### config.mk
export PLATFORM = sky130hd
export DESIGN_NAME = mail_header_field_filter
export DESIGN_NICKNAME = d
export VERILOG_FILES = /design/src/mhff_pkg.sv /design/src/mhff_ram.sv /design/src/mail_header_field_filter.sv
export SDC_FILE = /design/constraint.sdc
export NUM_CORES = 1
export LEC_CHECK = 0
export BUFFER_PORTS_ARGS = -buffer_cell sky130_fd_sc_hd__buf_4
export CORE_AREA = 4 4 187 189
export CTS_BUF_LIST = sky130_fd_sc_hd__clkbuf_2 sky130_fd_sc_hd__clkbuf_4 sky130_fd_sc_hd__clkbuf_8
export CTS_CLUSTER_DIAMETER = 200
export DETAILED_ROUTE_END_ITERATION = 10
export DIE_AREA = 0 0 191 193
export PLACE_DENSITY = 0.8
export SLEW_MARGIN = 20
export SYNTH_ARGS = -nofsm -noshare
export SYNTH_HDL_FRONTEND = slang
export SYNTH_SLANG_ARGS = --single-unit
### constraint.sdc
create_clock -name clk -period 3.2 [get_ports clk]
set_input_delay 0.16 -clock clk [delete_from_list [all_inputs] [get_ports clk]]
set_output_delay 0.16 -clock clk [all_outputs]
set_load 0.1 [all_outputs]
### src/mhff_pkg.sv
`timescale 1ns / 1ps
// ----------------------------------------------------------------------------
// mhff_pkg
// Types and constants for the mail header field filter: item structs,
// name buffer sizing, field name patterns and the inserted bulk line.
// ----------------------------------------------------------------------------
package mhff_pkg;

	localparam int MAX_TAG = 32;
	localparam int IDX_W   = $clog2(MAX_TAG);
	localparam int LEN_W   = $clog2(MAX_TAG + 1);

	localparam logic [7:0] CH_NUL   = 8'h00;
	localparam logic [7:0] CH_TAB   = 8'h09;
	localparam logic [7:0] CH_NL    = 8'h0a;
	localparam logic [7:0] CH_SPACE = 8'h20;
	localparam logic [7:0] CH_COLON = 8'h3a;

	localparam int NUM_PAT  = 7;
	localparam int PAT_MAX  = 11;
	localparam int PAT_BITS = 8 * PAT_MAX;

	localparam int PAT_ERRORS_TO   = 0;
	localparam int PAT_RETURN_PATH = 1;
	localparam int PAT_RESENT      = 2;
	localparam int PAT_SENDER      = 3;
	localparam int PAT_VIA         = 4;
	localparam int PAT_X_MAILER    = 5;
	localparam int PAT_PRECEDENCE  = 6;

	localparam int PAT_LEN [NUM_PAT] = '{9, 11, 7, 6, 3, 8, 10};
	localparam logic [PAT_BITS-1:0] PAT_STR [NUM_PAT] = '{
		"errors-to", "return-path", "resent-", "sender", "via", "x-mailer", "precedence"
	};

	localparam int BULK_LEN = 17;
	localparam int BIDX_W   = $clog2(BULK_LEN);
	localparam logic [8*BULK_LEN-1:0] BULK_STR = "Precedence: bulk\n";

	typedef struct packed {
		logic [7:0] in_byte;
		logic       end_of_message;
	} in_item_t;

	typedef struct packed {
		logic [7:0] out_byte;
		logic       byte_valid;
		logic       last_of_run;
		logic       message_done;
	} out_item_t;

	function automatic logic [7:0] pat_char(input int p, input int i);
		if (i < PAT_LEN[p]) begin
			return PAT_STR[p][8*(PAT_LEN[p]-1-i) +: 8];
		end
		return 8'h00;
	endfunction

	function automatic logic [7:0] bulk_char(input logic [BIDX_W-1:0] i);
		return BULK_STR[8*(BULK_LEN-1-int'(i)) +: 8];
	endfunction

	function automatic logic [7:0] to_lower(input logic [7:0] c);
		if (c >= 8'h41 && c <= 8'h5a) begin
			return c + 8'h20;
		end
		return c;
	endfunction

endpackage

### src/mhff_ram.sv
`timescale 1ns / 1ps
// ----------------------------------------------------------------------------
// mhff_ram
// Generic single write port, single read port RAM with registered read data.
// ----------------------------------------------------------------------------
module mhff_ram #(
	parameter int WIDTH = 8,
	parameter int DEPTH = 32
) (
	input  logic                     clk,
	input  logic                     we,
	input  logic [$clog2(DEPTH)-1:0] waddr,
	input  logic [WIDTH-1:0]         wdata,
	input  logic [$clog2(DEPTH)-1:0] raddr,
	output logic [WIDTH-1:0]         rdata
);

	logic [WIDTH-1:0] mem [DEPTH];

	always_ff @(posedge clk) begin
		if (we) begin
			mem[waddr] <= wdata;
		end
		rdata <= mem[raddr];
	end

endmodule

### src/mail_header_field_filter.sv
`timescale 1ns / 1ps
// ----------------------------------------------------------------------------
// mail_header_field_filter
// Drops the first line and unwanted header fields of a mail message, inserts
// a bulk precedence line when none was seen, then passes the body through.
// ----------------------------------------------------------------------------
// usage:
//   byte_item carries one message byte, or an end marker that closes the
//   message. filtered carries result bytes; last_of_run flags the final
//   result of an input item, message_done the final result of a message.
//   A bare end marker (byte_valid low) is sent when the end causes nothing.
//   Ordinary bytes pass at one per cycle while the receiver keeps up: the result
//   register on the cycle after acceptance, and the next item is taken then.
//   A field name is kept in a 32-entry RAM and, if the field is kept, flushed when
//   the name ends: a read setup state, then one byte per cycle; the 17-byte bulk line
//   follows at one byte per cycle. No item is taken during a burst.
//   A stalled receiver holds the output register and stops the burst and the
//   input side. Reset puts the filter at the first line of a new message; the
//   name RAM needs no clearing since only gathered entries are read.
// ----------------------------------------------------------------------------
module mail_header_field_filter
	import mhff_pkg::*;
(
	input  logic      clk,
	input  logic      arst_n,
	input  logic      byte_item_valid,
	output logic      byte_item_ready,
	input  in_item_t  byte_item,
	output logic      filtered_valid,
	input  logic      filtered_ready,
	output out_item_t filtered
);

	typedef enum logic [2:0] {
		PH_SKIP, PH_START, PH_TAG, PH_FIELD, PH_FIELD_NL, PH_BODY
	} phase_t;

	typedef enum logic [2:0] {
		S_IN, S_PREP, S_FLUSH, S_BULK, S_TAIL
	} seq_t;

	phase_t             phase_q, phase_n;
	logic [LEN_W-1:0]   tag_len_q, tag_len_n;
	logic [NUM_PAT-1:0] match_q, match_n;
	logic               keep_q, keep_n;
	logic               prec_q, prec_n;

	seq_t               st_q, st_n;
	logic [LEN_W-1:0]   idx_q, idx_n;
	logic [LEN_W-1:0]   flush_cnt_q;
	logic [BIDX_W-1:0]  bidx_q, bidx_n;
	logic               bulk_q, tail_q, eom_q;
	logic [7:0]         tail_byte_q;
	logic               out_valid_q;
	out_item_t          out_q;

	logic               acc, emit_ok, gen_valid;
	out_item_t          gen;
	logic [7:0]         c, lc;
	logic               is_nl, is_sptab, is_term, tag_full;
	logic               fin_keep, fin_prec;
	logic [NUM_PAT-1:0] exact, match_start, match_gath;
	logic               need_flush, need_bulk, need_tail, bare;
	logic               we;
	logic [IDX_W-1:0]   waddr, raddr;
	logic [7:0]         rdata;
	logic               idx_last, bulk_last;

	mhff_ram #(.WIDTH(8), .DEPTH(MAX_TAG)) u_tag_ram (
		.clk   (clk),
		.we    (we),
		.waddr (waddr),
		.wdata (c),
		.raddr (raddr),
		.rdata (rdata)
	);

	assign c        = byte_item.in_byte;
	assign lc       = to_lower(c);
	assign is_nl    = (c == CH_NL);
	assign is_sptab = (c == CH_SPACE) || (c == CH_TAB);
	assign is_term  = (c == CH_NUL) || is_sptab || is_nl || (c == CH_COLON);
	assign tag_full = (tag_len_q >= LEN_W'(MAX_TAG));

	assign emit_ok         = !out_valid_q || filtered_ready;
	assign byte_item_ready = (st_q == S_IN) && emit_ok;
	assign acc             = byte_item_valid && byte_item_ready;
	assign filtered_valid  = out_valid_q;
	assign filtered        = out_q;

	// incremental name matching, one character per gathered byte
	always_comb begin
		for (int p = 0; p < NUM_PAT; p++) begin
			match_start[p] = (lc == pat_char(p, 0));
			match_gath[p]  = match_q[p] && ((int'(tag_len_q) >= PAT_LEN[p]) ||
				(lc == pat_char(p, int'(tag_len_q))));
			exact[p]       = match_q[p] && (int'(tag_len_q) == PAT_LEN[p]);
		end
		fin_keep = !(exact[PAT_ERRORS_TO] || exact[PAT_RETURN_PATH] || exact[PAT_SENDER] ||
			exact[PAT_VIA] || exact[PAT_X_MAILER] ||
			(match_q[PAT_RESENT] && int'(tag_len_q) >= PAT_LEN[PAT_RESENT]));
		fin_prec = exact[PAT_PRECEDENCE];
	end

	// header phase decision for one accepted item
	always_comb begin
		phase_n    = phase_q;
		tag_len_n  = tag_len_q;
		match_n    = match_q;
		keep_n     = keep_q;
		prec_n     = prec_q;
		we         = 1'b0;
		waddr      = tag_len_q[IDX_W-1:0];
		need_flush = 1'b0;
		need_bulk  = 1'b0;
		need_tail  = 1'b0;
		bare       = 1'b0;
		if (byte_item.end_of_message) begin
			case (phase_q)
				PH_TAG: begin
					need_flush = fin_keep;
					need_bulk  = !(prec_q || fin_prec);
				end
				PH_SKIP, PH_START, PH_FIELD, PH_FIELD_NL: begin
					need_bulk = !prec_q;
				end
				default: begin
				end
			endcase
			bare      = !need_flush && !need_bulk;
			phase_n   = PH_SKIP;
			tag_len_n = '0;
			keep_n    = 1'b1;
			prec_n    = 1'b0;
		end else begin
			case (phase_q)
				PH_SKIP: begin
					if (is_nl) begin
						phase_n = PH_START;
					end
				end
				PH_START, PH_FIELD_NL: begin
					if (phase_q == PH_FIELD_NL && is_sptab) begin
						need_tail = keep_q;
						phase_n   = PH_FIELD;
					end else if (is_nl) begin
						need_bulk = !prec_q;
						need_tail = 1'b1;
						phase_n   = PH_BODY;
					end else begin
						we        = 1'b1;
						waddr     = '0;
						tag_len_n = LEN_W'(1);
						match_n   = match_start;
						phase_n   = PH_TAG;
					end
				end
				PH_TAG: begin
					if (tag_full || is_term) begin
						keep_n     = fin_keep;
						prec_n     = prec_q || fin_prec;
						need_flush = fin_keep;
						need_tail  = fin_keep;
						phase_n    = is_nl ? PH_FIELD_NL : PH_FIELD;
					end else begin
						we        = 1'b1;
						tag_len_n = tag_len_q + LEN_W'(1);
						match_n   = match_gath;
					end
				end
				PH_FIELD: begin
					need_tail = keep_q;
					if (is_nl) begin
						phase_n = PH_FIELD_NL;
					end
				end
				default: begin
					need_tail = 1'b1;
				end
			endcase
		end
	end

	assign idx_last  = (LEN_W'(idx_q + LEN_W'(1)) == flush_cnt_q);
	assign bulk_last = (bidx_q == BIDX_W'(BULK_LEN - 1));

	// result sequencer: name flush, bulk line, pending byte
	always_comb begin
		st_n      = st_q;
		idx_n     = idx_q;
		bidx_n    = bidx_q;
		gen_valid = 1'b0;
		gen       = '0;
		unique case (st_q)
			S_IN: begin
				if (acc) begin
					idx_n  = '0;
					bidx_n = '0;
					if (need_flush) begin
						st_n = S_PREP;
					end else if (need_bulk) begin
						st_n = S_BULK;
					end else if (need_tail) begin
						gen_valid       = 1'b1;
						gen.out_byte    = c;
						gen.byte_valid  = 1'b1;
						gen.last_of_run = 1'b1;
					end else if (bare) begin
						gen_valid        = 1'b1;
						gen.last_of_run  = 1'b1;
						gen.message_done = 1'b1;
					end
				end
			end
			S_PREP: begin
				st_n = S_FLUSH;
			end
			S_FLUSH: begin
				if (emit_ok) begin
					gen_valid        = 1'b1;
					gen.out_byte     = rdata;
					gen.byte_valid   = 1'b1;
					gen.last_of_run  = idx_last && !bulk_q && !tail_q;
					gen.message_done = idx_last && !bulk_q && !tail_q && eom_q;
					idx_n            = idx_q + LEN_W'(1);
					if (idx_last) begin
						st_n = bulk_q ? S_BULK : (tail_q ? S_TAIL : S_IN);
					end
				end
			end
			S_BULK: begin
				if (emit_ok) begin
					gen_valid        = 1'b1;
					gen.out_byte     = bulk_char(bidx_q);
					gen.byte_valid   = 1'b1;
					gen.last_of_run  = bulk_last && !tail_q;
					gen.message_done = bulk_last && !tail_q && eom_q;
					bidx_n           = bidx_q + BIDX_W'(1);
					if (bulk_last) begin
						st_n = tail_q ? S_TAIL : S_IN;
					end
				end
			end
			S_TAIL: begin
				if (emit_ok) begin
					gen_valid       = 1'b1;
					gen.out_byte    = tail_byte_q;
					gen.byte_valid  = 1'b1;
					gen.last_of_run = 1'b1;
					st_n            = S_IN;
				end
			end
			default: begin
				st_n = S_IN;
			end
		endcase
		raddr = idx_n[IDX_W-1:0];
	end

	always_ff @(posedge clk or negedge arst_n) begin
		if (!arst_n) begin
			phase_q     <= PH_SKIP;
			tag_len_q   <= '0;
			match_q     <= '0;
			keep_q      <= 1'b1;
			prec_q      <= 1'b0;
			st_q        <= S_IN;
			idx_q       <= '0;
			bidx_q      <= '0;
			flush_cnt_q <= '0;
			bulk_q      <= 1'b0;
			tail_q      <= 1'b0;
			eom_q       <= 1'b0;
			out_valid_q <= 1'b0;
		end else begin
			st_q   <= st_n;
			idx_q  <= idx_n;
			bidx_q <= bidx_n;
			if (acc) begin
				phase_q     <= phase_n;
				tag_len_q   <= tag_len_n;
				match_q     <= match_n;
				keep_q      <= keep_n;
				prec_q      <= prec_n;
				flush_cnt_q <= tag_len_q;
				bulk_q      <= need_bulk;
				tail_q      <= need_tail;
				eom_q       <= byte_item.end_of_message;
			end
			if (gen_valid) begin
				out_valid_q <= 1'b1;
			end else if (filtered_ready) begin
				out_valid_q <= 1'b0;
			end
		end
	end

	always_ff @(posedge clk) begin
		if (acc) begin
			tail_byte_q <= c;
		end
		if (gen_valid) begin
			out_q <= gen;
		end
	end

	a_flush_in_range: assert property (@(posedge clk) disable iff (!arst_n)
		(st_q == S_FLUSH) |-> (idx_q < flush_cnt_q))
		else $error("name flush index beyond gathered length");

	a_tag_len_bound: assert property (@(posedge clk) disable iff (!arst_n)
		tag_len_q <= LEN_W'(MAX_TAG))
		else $error("name length beyond buffer size");

	a_done_is_last: assert property (@(posedge clk) disable iff (!arst_n)
		(out_valid_q && out_q.message_done) |-> out_q.last_of_run)
		else $error("message end not on last result of item");

	a_bare_marker: assert property (@(posedge clk) disable iff (!arst_n)
		(out_valid_q && !out_q.byte_valid) |-> out_q.message_done)
		else $error("empty result outside message end");

	a_end_resets: assert property (@(posedge clk) disable iff (!arst_n)
		(acc && byte_item.end_of_message) |=> (phase_q == PH_SKIP && tag_len_q == '0 && !prec_q))
		else $error("filter state not restored after message end");

endmodule

==> results.py, run 1 <==
metrics = {
    "status": {
        "status": "complete, no violations",
    },
    "timing": {
        "rsz0062_at_grt": "no",
        "setup_viol": 0,
        "min_period_ps": 2960,
        "fin_skew_ps": 18.7,
        "fin_crit_sh": 0.926,
        "tns_ps": 0,
        "tightest_slew_ps": 838,
        "slew_viol_final": 0,
        "relSlewSlack": 0.440,
        "fmax_ghz": 0.337,
        "hold_violations": 0,
    },
    "grt": {
        "grt_usage": 0.242,
        "grt_max_degree": 92,
        "grt_pass1_vias": 12650,
        "antenna_found_initial": 1,
        "grt_pass1_wl_microns": 70600,
        "grt_overflow": 0,
    },
    "floorplanning": {
        "die_area_sq_mm": 0.0369,
        "die-width_microns": 191,
        "initial_core_util": 0.496,
        "fp.dieH_microns": 193,
        "core-area_sq_mm": 0.0333,
        "rows": 67,
        "ios": 26,
    },
    "critical_path": {
        "critPathKind": "reg2reg",
        "crit_arrival_ps": 3470,
        "crit_path_start_kind": "register",
        "cp_data_required_time_ps": 3700,
        "cp-end-kind": "register",
        "path_max_fanout": 7,
    },
    "power_and_ir_drop": {
        "peakVddDrop_v": 0.000719,
        "p_per_area_mw_per_mm2": 867,
        "leakagePower_nw": 6.79,
        "power_mw": 16.3,
    },
    "logic_synthesis": {
        "syn_nets": 1561,
        "synth-adder-area-share": 0.0150,
        "synthTopCellsByArea": "edfxtp_1, dfrtp_1, nand2_1",
        "synth_seq_cells": 325,
        "synthFlopType": "edfxtp_1",
        "synth_compound_area_frac": 0.128,
        "synthArstFlopShare": 0.129,
        "synth_cell_types": 94,
        "ys_warn_count": 0,
        "synthTopCellsByCount": "edfxtp_1, nand2_1, nand3_1, nor2_1, o21ai_0",
        "netlist_area_sq_mm": 0.0165,
        "yosysSeqAreaShare": 0.574,
        "postSynthCellCount": 1529,
        "synth_top_family_by_area": "simple AND/OR/NAND/NOR gates",
        "synth_top_area_frac": 0.501,
        "synth_mux_area_frac": 0.0376,
        "syn_avg_cell_area_sq_um": 10.8,
        "synth_xor_area_frac": 0.0268,
        "yosys.area.top_type": "edfxtp_1",
        "yosys.area_share.simple": 0.184,
        "yosysMostFrequentCell": "edfxtp_1",
        "synth_edf_count": 275,
    },
    "route": {
        "firstDrtPassIters": 6,
        "ant_nets": 0,
        "route.detailed.drc": 0,
        "finalWirelength_microns": 45000,
        "vias_per_cell": 6.28,
        "num_vias": 13178,
        "drt_iter0_markers": 1649,
        "wire_per_inst_microns": 21.4,
    },
    "final_layout": {
        "drive_gt1_frac": 0.156,
        "fillerInstances": 2646,
        "antenna_cells": 0,
        "syn_to_final_growth_pct": 13.9,
        "design_area_sq_mm": 0.0188,
        "final_util": 0.565,
        "finalNetCount": 1642,
    },
    "clock_network": {
        "cts_tree": "built",
        "clk_latency_ps": 590,
        "cts-buffers-inserted": 50,
        "clk_pin_slew_ps": 70,
        "cts_buffer_depth": 3,
        "ctsRootBufferMaster": "clkbuf_8",
        "cts_sinks": 325,
        "cts_setup_buffers": 0,
        "htree_levels": 2,
    },
    "place": {
        "io_buffers": 25,
        "place.gp.congestion": 0.941,
        "place_hpwl_microns": 30300,
        "place_area_sq_mm": 0.0176,
    },
    "flow_run": {
        "maxCapViolCount": 0,
    },
    "min_path": {
        "min_path_type": "in2reg",
    },
}
## registers in the layout, summed over array words and instances (netlist names)
name / count
u_tag_ram.mem: 256
keep_q: 1
tail_q: 1
bidx_q: 5
flush_cnt_q: 6
match_q: 7
bulk_q: 1
filtered_valid: 1
prec_q: 1
tag_len_q: 6
idx_q: 6
filtered: 11
eom_q: 1
u_tag_ram.rdata: 8
phase_q: 3
st_q: 3
tail_byte_q: 8
## per-layer routing
layer  share of wire  global-route usage  routed length, microns  up-vias
met5               0                   0                       0        -
met4           0.035              0.0854                    1570        0
met3           0.083              0.0342                    3730      127
met2            0.49               0.415                   21900      747
met1            0.40               0.318                   17800     6389
li1                -                   -                       -     5915
## cells in the final DEF, fill, tap and decap left out, types with 8 or more instances in the layout
master     count
nor2_1       100
inv_1         22
nor2b_1       13
buf_4        127
nand3_1      106
a22oi_1        9
dfxtp_1        8
o21ai_0       58
dfrtp_1       41
a31oi_1       20
clkbuf_4      14
or4_1         11
nor3_1        25
o22ai_1       11
nand2_1      273
a32oi_1       18
mux2i_1       53
nand4_1       36
nor4_1        17
ha_1          19
clkinv_2      12
xor2_1        16
xnor2_1       30
nor3b_1        8
clkbuf_8      54
clkinv_1       8
a21oi_1       52
edfxtp_1     275
o31ai_1       13
o2111ai_1      8
## power breakdown
part / switching [mW] / internal (mW) / leakage (nW)
sequential: 0.243 / 5.00 / 3.11
combinational: 4.77 / 2.43 / 3.08
clock: 1.69 / 2.16 / 0.595
total: 6.70 / 9.60 / 6.79
## worst max-delay path, cell delays in order, from the launching register on
cell and delay [ps]:
dfrtp_1 480, clkinv_1 190, ha_1 310, a21oi_1 380
mux2i_1 380, o21ai_1 140, xnor2_1 130, or4_1 390
a211o_1 300, o31ai_1 180
## through the flow
step / hold WS, ps / worst slack, ps / instances
after CTS: 0.121 / 59.3 / 2100
after global placement: 201 / 292 / 2003
final: 47.2 / 237 / 2100
after floorplan: -136 / 18.6 / 1529
after global routing: 26.7 / 46.3 / 2100
after detailed placement: 213 / 111 / 2003
## layout make-up
cell class / count / area [sq um] / area share
clock buffer: 68 / 848 / 0.0451
clock inverter: 26 / 285 / 0.0152
inverter: 30 / 115 / 0.00613
multi-input combinational: 1071 / 6490 / 0.345
sequential: 325 / 9470 / 0.504
tap: 448 / 561 / 0.0298
timing repair buffer: 132 / 1020 / 0.0545
## cells by family (layout without fill, tap and decap cells)
group / count (synthesis) / after routing
adder cells (fa/ha/maj): 20 / 20
buffers and inverters: 133 / 256
XOR/XNOR: 48 / 48
AO/OA/AOI/OAI: 299 / 299
multiplexers: 59 / 59
flip-flops: 325 / 325
AND/OR/NAND/NOR: 645 / 645
## path summary, 6_finish.rpt
| check | start | endpoint | slack (ps) | depth (start not counted) |
|---|---|---|---|---|
| worst max-delay path | tag_len_q[1] | match_q[0] | 240 | 9 |
| worst min-delay path | byte_item[3] | u_tag_ram.mem[1][2] | 50 | 1 |
| worst max register to register | tag_len_q[1] | match_q[0] | 240 | 9 |
| worst min register to register | flush_cnt_q[1] | flush_cnt_q[1] | 500 | 2 |
| max in group asynchronous | arst_n | bidx_q[0] | 2640 | 2 |
| min in group asynchronous | arst_n | tag_len_q[0] | 110 | 2 |
## what timing repair did
| action | in CTS | in global routing |
|---|---|---|
| hold buffers | 3 | 0 |
| resized for setup | 0 | 5 |
| setup endpoints to repair | 0 | 137 |
| hold endpoints to repair | 47 | 0 |
No activity file was read; power rests on OpenSTA's default activity.
==> inputs of run 2 (changes only) <==
--- a/config.mk
+++ b/config.mk
@@ -6,12 +6,12 @@
 export NUM_CORES = 1
 export LEC_CHECK = 0
 export BUFFER_PORTS_ARGS = -buffer_cell sky130_fd_sc_hd__buf_4
-export CORE_AREA = 4 4 187 189
+export CORE_AREA = 4 4 173 175
 export CTS_BUF_LIST = sky130_fd_sc_hd__clkbuf_2 sky130_fd_sc_hd__clkbuf_4 sky130_fd_sc_hd__clkbuf_8
 export CTS_CLUSTER_DIAMETER = 200
 export DETAILED_ROUTE_END_ITERATION = 10
-export DIE_AREA = 0 0 191 193
-export PLACE_DENSITY = 0.8
+export DIE_AREA = 0 0 177 179
+export PLACE_DENSITY = 0.89
 export SLEW_MARGIN = 20
 export SYNTH_ARGS = -nofsm -noshare
 export SYNTH_HDL_FRONTEND = slang
==> results.py, run 2 (synthesis gave the netlist of run 1 again) <==
metrics = {
    "status": {
        "status": "complete, no violations",
    },
    "final_layout": {
        "design_area_sq_mm": 0.0186,
        "final_cells": 2031,
        "final_cell_mix": "edfxtp_1, nand2_1, buf_4",
        "largest_register_ffs": 256,
        "final_common_cell": "edfxtp_1",
        "fillerInstances": 1959,
        "regArea_sq_mm": 0.00947,
        "drive_gt1_frac": 0.146,
        "multi_input_area_sq_mm": 0.00651,
        "antenna_cells": 0,
        "syn_to_final_growth_pct": 12.5,
        "final_util": 0.652,
        "regMostFlops": "u_tag_ram.mem",
        "finalNetCount": 1637,
    },
    "route": {
        "wire_per_inst_microns": 22.5,
        "num_vias": 13544,
        "firstDrtPassIters": 7,
        "ant_nets": 0,
        "drt_iter0_markers": 1922,
        "route.detailed.drc": 0,
        "finalWirelength_microns": 45700,
        "vias_per_cell": 6.67,
    },
    "timing": {
        "relSlewSlack": 0.355,
        "fin_skew_ps": 29.6,
        "slew_viol_final": 0,
        "hold_violations": 0,
        "fin_crit_sh": 0.942,
        "worst_slack_ps": 186,
        "fin_hold_ws_ps": 97.1,
        "rsz0062_at_grt": "no",
        "tightest_slew_ps": 967,
        "fmax_ghz": 0.332,
        "tns_ps": 0,
        "setup_viol": 0,
        "min_period_ps": 3010,
    },
    "grt": {
        "grt_pass1_vias": 12942,
        "antenna_found_initial": 0,
        "grt_overflow": 0,
        "grt_pass1_wl_microns": 71400,
        "grt_usage": 0.285,
        "grt_max_degree": 92,
    },
    "power_and_ir_drop": {
        "power_mw": 16.0,
        "sw_frac_of_total": 0.424,
        "p_int_mw": 9.21,
        "p_clk_frac": 0.218,
        "p_switching_mw": 6.78,
        "leakagePower_nw": 6.71,
        "p_per_area_mw_per_mm2": 861,
        "p_comb_frac": 0.451,
        "power.share.sequential": 0.332,
        "peakVddDrop_v": 0.000475,
    },
    "clock_network": {
        "cts-buffers-inserted": 50,
        "clk_pin_slew_ps": 60,
        "cts_tree": "built",
        "clk_latency_ps": 610,
        "htree_levels": 2,
        "cts_sinks": 325,
        "cts_buffer_depth": 3,
        "ctsRootBufferMaster": "clkbuf_8",
    },
    "place": {
        "place.gp.congestion": 0.963,
        "dp_slack_ps": 133,
        "place_hpwl_microns": 29500,
        "place_area_sq_mm": 0.0175,
        "dp_cells": 1933,
        "io_buffers": 25,
    },
    "critical_path": {
        "cp_data_required_time_ps": 3430,
        "path_max_fanout": 11,
        "crit_path_start_kind": "register",
        "critPathKind": "reg2reg",
        "slowest_stage": "dfrtp_1",
        "cp-end-kind": "register",
        "crit_arrival_ps": 3250,
        "worstPathCellList": "clkinv_1 -> buf_4 -> ha_1 -> a22oi_1 -> mux2_2 -> o2111ai_1 -> o2111a_1 -> o21a_1 -> nor2_1 -> nand2_1",
        "slowest_delay_ps": 480,
    },
    "min_path": {
        "min_path_type": "in2reg",
    },
    "floorplanning": {
        "die-width_microns": 177,
        "rows": 62,
        "die_area_sq_mm": 0.0317,
        "ios": 26,
        "fp.dieH_microns": 179,
        "initial_core_util": 0.579,
        "core-area_sq_mm": 0.0285,
    },
    "flow_run": {
        "maxCapViolCount": 0,
    },
}
## run 2: area by class of cell
| type | count | area share |
|---|---|---|
| well taps | 384 | 0.0259 |
| inverters | 30 | 0.00620 |
| clock buffers | 71 | 0.0456 |
| flip-flops and latches | 325 | 0.510 |
| repair buffers | 127 | 0.0533 |
| clock inverters | 23 | 0.00829 |
| multi-input cells | 1071 | 0.351 |
## run 2: timing repair
| action | in CTS | in global routing |
|---|---|---|
| endpoints found under the hold margin | 64 | 0 |
| endpoints found under the setup margin | 0 | 149 |
| hold buffers | 4 | 0 |
| buffers inserted | 0 | 0 |
| resized for setup | 0 | 5 |
## run 2: final timing paths
check / endpoint / slack, ps / cells past startpoint / from
max: filtered[10] / 190 / 10 / tag_len_q[1]
min: u_tag_ram.mem[4][7] / 100 / 2 / byte_item[8]
max reg2reg: filtered[10] / 190 / 10 / tag_len_q[1]
min reg2reg: match_q[4] / 500 / 1 / match_q[4]
max in group asynchronous: bidx_q[4] / 2660 / 2 / arst_n
min in group asynchronous: match_q[2] / 120 / 2 / arst_n
## run 2: per-layer routing
metal,vias up,GRT usage,routed length [microns]
met2,1008,0.470,21800
met3,196,0.0523,4930
met1,6437,0.365,16600
met5,-,0,0
met4,0,0.146,2360
li1,5903,-,-
## run 2: power by group through the flow
| stage | logic (mW) | clock network [mW] | registers (mW) |
|---|---|---|---|
| detailed placement | 6.95 | 0 | 5.36 |
| finish | 7.21 | 3.48 | 5.30 |
| global route | 7.76 | 3.70 | 5.32 |
| CTS | 7.04 | 3.49 | 5.29 |
| floorplan | 4.63 | 0 | 5.77 |
| global placement | 6.71 | 0 | 5.35 |
## run 2: critical path: cells and delay by family, from the launching register on
kind | cells | cell delay, ps
compound gates | 4 | 1000
flops | 1 | 480
simple gates | 2 | 450
buf+inv | 2 | 300
mux | 1 | 280
fa+ha+maj | 1 | 170
